## config.mk

```make
export PLATFORM = sky130hd
export DESIGN_NAME = kfti_ctrl
export DESIGN_NICKNAME = d
export VERILOG_FILES = /design/src/rtl/core/kfti_pkg.sv /design/src/rtl/core/kfti_ctrl.sv
export SDC_FILE = /design/constraint.sdc
export NUM_CORES = 1
export LEC_CHECK = 0
export BUFFER_PORTS_ARGS = -buffer_cell sky130_fd_sc_hd__buf_2
export CORE_UTILIZATION = 25
export DETAILED_ROUTE_END_ITERATION = 12
export SLEW_MARGIN = 20
export SYNTH_ARGS = -nofsm -noshare
export SYNTH_HDL_FRONTEND = slang
export SYNTH_SLANG_ARGS = --single-unit
```

## constraint.sdc

```tcl
create_clock -name i_clk -period 1.31 [get_ports i_clk]
set_input_delay 0 -clock i_clk [delete_from_list [all_inputs] [get_ports i_clk]]
set_output_delay 0 -clock i_clk [all_outputs]
set_load 0.01 [all_outputs]
```

## src/rtl/core/kfti_pkg.sv

```systemverilog
`timescale 1ns / 1ps
package kfti_pkg;
    localparam int unsigned DEFAULT_RATE = 7680;
    localparam logic [31:0] UNIT_Q16 = 32'h0001_0000;

    localparam logic KIND_WRITE = 1'b0;
    localparam logic KIND_QUERY = 1'b1;

    localparam logic [1:0] REG_TICK_RATE = 2'd0;
    localparam logic [1:0] REG_DURATION  = 2'd1;
    localparam logic [1:0] REG_KEY_COUNT = 2'd2;
    localparam logic [1:0] REG_TRACK_KIND = 2'd3;

    // Controller to datapath.
    typedef struct packed {
        logic load;      // capture query and start the time scaling
        logic scale;     // finish scaled time and clamp
        logic rd;        // issue memory read at the search index
        logic cmp;       // compare read time against t
        logic div_start; // latch pair and start the divider
        logic div_step;  // one divider iteration
        logic blend;     // multiply
        logic finish;    // add and load the output register
    } t_cmd;

    // Datapath to controller.
    typedef struct packed {
        logic empty;     // no keys
        logic last;      // search index reached the last key
        logic stop;      // key time above t found
        logic div_done;
    } t_sts;
endpackage

```

## src/rtl/core/kfti_ctrl.sv

```systemverilog
`timescale 1ns / 1ps
module kfti_ctrl (
    input  logic              i_clk,
    input  logic              i_rst_n,
    input  logic              i_start,
    input  logic              i_out_free,
    input  kfti_pkg::t_sts    i_sts,
    output kfti_pkg::t_cmd    o_cmd,
    output logic              o_busy
);
    typedef enum logic [9:0] {
        S_IDLE  = 10'b0000000001,
        S_SCALE = 10'b0000000010,
        S_RD    = 10'b0000000100,
        S_WAIT  = 10'b0000001000,
        S_CMP   = 10'b0000010000,
        S_PAIR  = 10'b0000100000,
        S_DIV   = 10'b0001000000,
        S_MUL   = 10'b0010000000,
        S_FIN   = 10'b0100000000,
        S_OUT   = 10'b1000000000
    } t_state;

    t_state r_state, n_state;

    always_ff @(posedge i_clk) begin
        if (!i_rst_n) r_state <= S_IDLE;
        else r_state <= n_state;
    end

    always_comb begin
        n_state = r_state;
        o_cmd = '0;
        case (r_state)
            S_IDLE: begin
                if (i_start) begin
                    o_cmd.load = 1'b1;
                    n_state = S_SCALE;
                end
            end
            S_SCALE: begin
                o_cmd.scale = 1'b1;
                n_state = S_RD;
            end
            S_RD: begin
                if (i_sts.empty || i_sts.last) n_state = S_PAIR;
                else begin
                    o_cmd.rd = 1'b1;
                    n_state = S_WAIT;
                end
            end
            S_WAIT: n_state = S_CMP;
            S_CMP: begin
                o_cmd.cmp = 1'b1;
                n_state = i_sts.stop ? S_PAIR : S_RD;
            end
            S_PAIR: begin
                o_cmd.div_start = 1'b1;
                n_state = S_DIV;
            end
            S_DIV: begin
                if (i_sts.div_done) n_state = S_MUL;
                else o_cmd.div_step = 1'b1;
            end
            S_MUL: begin
                o_cmd.blend = 1'b1;
                n_state = S_FIN;
            end
            S_FIN: begin
                if (i_out_free) begin
                    o_cmd.finish = 1'b1;
                    n_state = S_IDLE;
                end
            end
            S_OUT: n_state = S_IDLE;
            default: n_state = S_IDLE;
        endcase
    end

    assign o_busy = (r_state != S_IDLE);

    a_cmd_onehot: assert property (@(posedge i_clk) disable iff (!i_rst_n)
        $onehot0({o_cmd.load, o_cmd.rd, o_cmd.div_start, o_cmd.finish}))
        else $error("conflicting commands");
    a_fin_idle: assert property (@(posedge i_clk) disable iff (!i_rst_n)
        o_cmd.finish |=> r_state == S_IDLE)
        else $error("finish did not return to idle");
    a_load_idle: assert property (@(posedge i_clk) disable iff (!i_rst_n)
        o_cmd.load |-> !o_busy)
        else $error("query loaded while busy");
endmodule

```

==> out/summary.json <==
{
  "layout.cells.non_filler": {"value": 142},
  "cts.reportedPaths.clkPinSlew": {"value": 0.06, "unit": "ns"},
  "synth.ff_latch_count": {"value": 9},
  "grt_remaining_overflow": {"value": 0},
  "synth_cell_area": {"value": 556.8, "unit": "sq um"},
  "antenna_violations_before_repair": {"value": 0},
  "global_route_wire_length_before_repair": {"value": 2987, "unit": "microns"},
  "floorplan.die_area": {"value": 2420, "unit": "sq um"},
  "detailed_place.area": {"value": 784.5, "unit": "sq um"},
  "vdd.ir_drop.worst": {"value": 0.4434, "unit": "mV"},
  "fin_total_pwr": {"value": 0.7050, "unit": "mW"},
  "worst_setup_path_end_kind": {"value": "primary output"},
  "criticalPathCategory": {"value": "flip-flop to primary output"},
  "synth_sequential_area_ratio": {"value": 0.3236},
  "register_with_the_most_flip_flops": {"value": "r_state"},
  "max_freq": {"value": 0.6151, "unit": "GHz"},
  "diodes": {"value": 0},
  "drt-total-wl": {"value": 1926, "unit": "microns"},
  "synthCells": {"value": 74},
  "cts_num_sinks": {"value": 9},
  "worst_ep_required_time": {"value": 1.31, "unit": "ns"},
  "status": {"value": "finished, violations left"},
  "tritoncts": {"value": "yes"},
  "max_slew.worst_pin.slew": {"value": 0.3058, "unit": "ns"},
  "place.detailed.hpwl": {"value": 1253, "unit": "microns"},
  "synth_enable_flop_cells": {"value": 0},
  "syn_nets": {"value": 82},
  "die_width": {"value": 49.19, "unit": "microns"},
  "report.final.hold_viol_count": {"value": 0},
  "setup-violations-final": {"value": 16},
  "final.min_clock_period": {"value": 1.626, "unit": "ns"},
  "critical_path.max_stage_delay": {"value": 0.58, "unit": "ns"},
  "grt_start_max_net_pins": {"value": 8},
  "final_min_period_over_clock_period": {"value": 1.241},
  "tritoncts.num_buffers": {"value": 3},
  "largest_register_ff_count": {"value": 9},
  "worstHoldPathType": {"value": "input pin to flip-flop"},
  "io_pins": {"value": 17},
  "start_util": {"value": 0.2754},
  "largest_registers": {"value": "r_state (9)"},
  "gp_congestion": {"value": 0.8599},
  "asyncSetResetFlopFracSynth": {"value": 0},
  "areaGrowthSynthToFinish": {"value": 82.47, "unit": "%"},
  "clock_tree.buffer_depth": {"value": 2},
  "cell_by_cell_listing_of_the_critical_path": {"value": "or4_4 -> nor2_4 -> and3_1 -> buf_2"},
  "layout.nets": {"value": 124},
  "crit_path_top_delay_cell": {"value": "sky130_fd_sc_hd__or4_4"},
  "clock_power_share": {"value": 0.325},
  "yosys-top-cells-area": {"value": "sky130_fd_sc_hd__dfxtp_1 (32%), sky130_fd_sc_hd__nor3_1 (7.2%), sky130_fd_sc_hd__nor2_1 (6.1%), sky130_fd_sc_hd__nand3_1 (4.5%), sky130_fd_sc_hd__nand2_1 (3.4%)"},
  "synthTopCellsByCount": {"value": "sky130_fd_sc_hd__dfxtp_1 (9), sky130_fd_sc_hd__nor2_1 (9), sky130_fd_sc_hd__nor3_1 (8), sky130_fd_sc_hd__nand2_1 (5), sky130_fd_sc_hd__nand3_1 (5)"},
  "timing.hold.ws": {"value": 0.07007, "unit": "ns"},
  "cp.arrival": {"value": 1.63, "unit": "ns"},
  "layout.filler_cells": {"value": 199},
  "setup.reg_to_reg.worst_slack": {"value": -0.23, "unit": "ns"},
  "drtPass1Iterations": {"value": 4},
  "pwr-share-comb": {"value": 0.271},
  "drive_gt1_frac": {"value": 0.5652},
  "top_reg_cell_synth": {"value": "sky130_fd_sc_hd__dfxtp_1"},
  "drcViolationCount": {"value": 0},
  "switching_share": {"value": 0.2990},
  "cell_internal_pwr": {"value": 0.4942, "unit": "mW"},
  "core_region_area": {"value": 2022, "unit": "sq um"},
  "power.net_switching": {"value": 0.2108, "unit": "mW"},
  "number_of_different_library_cells_in_the_post_synthesis_netlist": {"value": 31},
  "rsz0062_at_grt": {"value": "true"},
  "first_global_vias": {"value": 691},
  "drv_slew": {"value": 0},
  "sequentialPowerShare": {"value": 0.404},
  "clock-skew-final": {"value": 0.01060, "unit": "ns"},
  "final_area": {"value": 1016, "unit": "sq um"},
  "synthesis.area_per_instance": {"value": 7.524, "unit": "sq um"},
  "worstPathMaxFanout": {"value": 4},
  "numPlacedInstances": {"value": 130},
  "max-cap-violations": {"value": 0},
  "port_buffers": {"value": 16},
  "power.leakage": {"value": 0.4202, "unit": "nW"},
  "clockRootBuffer": {"value": "sky130_fd_sc_hd__clkbuf_4"},
  "ant_nets": {"value": 0},
  "power.density_cell_area": {"value": 693.9, "unit": "nW/um^2"},
  "cts.htree.levels": {"value": 1},
  "synth.yosys.warnings": {"value": 0},
  "die_ht": {"value": 49.19, "unit": "microns"},
  "critical_path_buf_inv_count": {"value": 1},
  "grtUsageTotal": {"value": 0.1617},
  "timing.critical_path.max_delay_family": {"value": "simple AND/OR/NAND/NOR gates"},
  "synth_top_area_frac": {"value": 0.3236},
  "clk_latency": {"value": 0.27, "unit": "ns"},
  "failing_checks": {"value": "negative setup slack"},
  "setup-tns-final": {"value": -2.754, "unit": "ns"},
  "max_slew_margin": {"value": 0.7935},
  "detailroute.via_count": {"value": 722},
  "number_of_vias_per_cell": {"value": 5.085},
  "yosysTopAreaCell": {"value": "sky130_fd_sc_hd__dfxtp_1"},
  "timing.critical_path.from_type": {"value": "flip-flop"},
  "postLayoutSetupSlackWorst": {"value": -0.3157, "unit": "ns"},
  "num_rows": {"value": 16},
  "wire_per_inst": {"value": 13.56, "unit": "microns"},
  "drtIter0Drc": {"value": 16}
}
==> layer usage <==
layer  vias to the layer above  wire length [microns]  share of wire  GRT usage
met3                         9                     54          0.028    0.04050
met4                         0                     73          0.038    0.06863
met5                         -                      0              0          0
li1                        351                      -              -          -
met1                       344                    748           0.39     0.1739
met2                        18                   1049           0.54     0.2945
==> worst min-delay path, stage by stage <==
cell	delay (ns)
sky130_fd_sc_hd__buf_2	0.09
sky130_fd_sc_hd__nor3_2	0.04
sky130_fd_sc_hd__and2_1	0.15
==> power by group through the flow <==
stage / combinational, mW / clock (mW) / sequential (mW)
floorplan: 0.0626 / 0 / 0.295
global placement: 0.130 / 0 / 0.292
detailed placement: 0.129 / 0 / 0.291
CTS: 0.166 / 0.227 / 0.284
global route: 0.205 / 0.257 / 0.285
finish: 0.191 / 0.229 / 0.285
==> logic make-up after synthesis <==
kind of cell / after synthesis / synth area share
AOI/OAI and AO/OA: 13 / 0.1708
and+or+nand+nor: 44 / 0.4405
DFF: 9 / 0.3236
buffers and inverters: 7 / 0.04943
xor gates and xnor gates: 1 / 0.01573
==> layout by cell type, fill, tap and decap left out, types with 2 or more instances in the layout <==
cell / n
sky130_fd_sc_hd__buf_4: 17
sky130_fd_sc_hd__buf_2: 14
sky130_fd_sc_hd__buf_6: 6
sky130_fd_sc_hd__nor2_1: 5
sky130_fd_sc_hd__nand2_1: 5
sky130_fd_sc_hd__dfxtp_1: 5
sky130_fd_sc_hd__nor3_1: 4
sky130_fd_sc_hd__nor3_2: 4
sky130_fd_sc_hd__inv_1: 4
sky130_fd_sc_hd__nand3_1: 4
sky130_fd_sc_hd__nor2b_1: 3
sky130_fd_sc_hd__nor2_2: 3
sky130_fd_sc_hd__o21ai_0: 3
sky130_fd_sc_hd__clkbuf_4: 3
sky130_fd_sc_hd__dlygate4sd3_1: 3
sky130_fd_sc_hd__dfxtp_2: 3
sky130_fd_sc_hd__and3_1: 2
sky130_fd_sc_hd__nand4_1: 2
sky130_fd_sc_hd__a21oi_1: 2
sky130_fd_sc_hd__nor4_2: 2
==> cell type report <==
class	instances	area, sq um	area share
Multi-Input combinational cell	58	457.9	0.4507
Sequential cell	9	187.7	0.1847
Timing Repair Buffer	40	295.3	0.2906
Inverter	4	15.01	0.01478
Tap cell	27	33.78	0.03325
Clock buffer	4	26.28	0.02586
==> path summary, 6_finish.rpt <==
path / from / endpoint / cells after the start
worst max register to register: r_state[2] / r_state[2] / 4
worst min-delay path: i_sts[2] / r_state[3] / 3
worst min register to register: r_state[6] / r_state[7] / 2
worst max-delay path: r_state[2] / o_cmd[2] / 4
==> timing repair <==
item / in CTS / in global routing
pin swaps: 10 / 5
hold buffers: 2 / 1
resized for setup: 21 / 9
endpoints found under the setup margin: 17 / 18
setup buffers: 4 / 1
endpoints found under the hold margin: 2 / 1
==> through the flow <==
| step | setup WS [ns] | utilization |
|---|---|---|
| global placement | -0.1236 | 0.3880 |
| global route | -0.3662 | 0.5025 |
| detailed placement | -0.1455 | 0.3880 |
| finish | -0.3157 | 0.5025 |
| floorplan | -0.1796 | - |
| CTS | -0.2890 | 0.4672 |
Note: power is estimated with default switching activity, not from simulation.
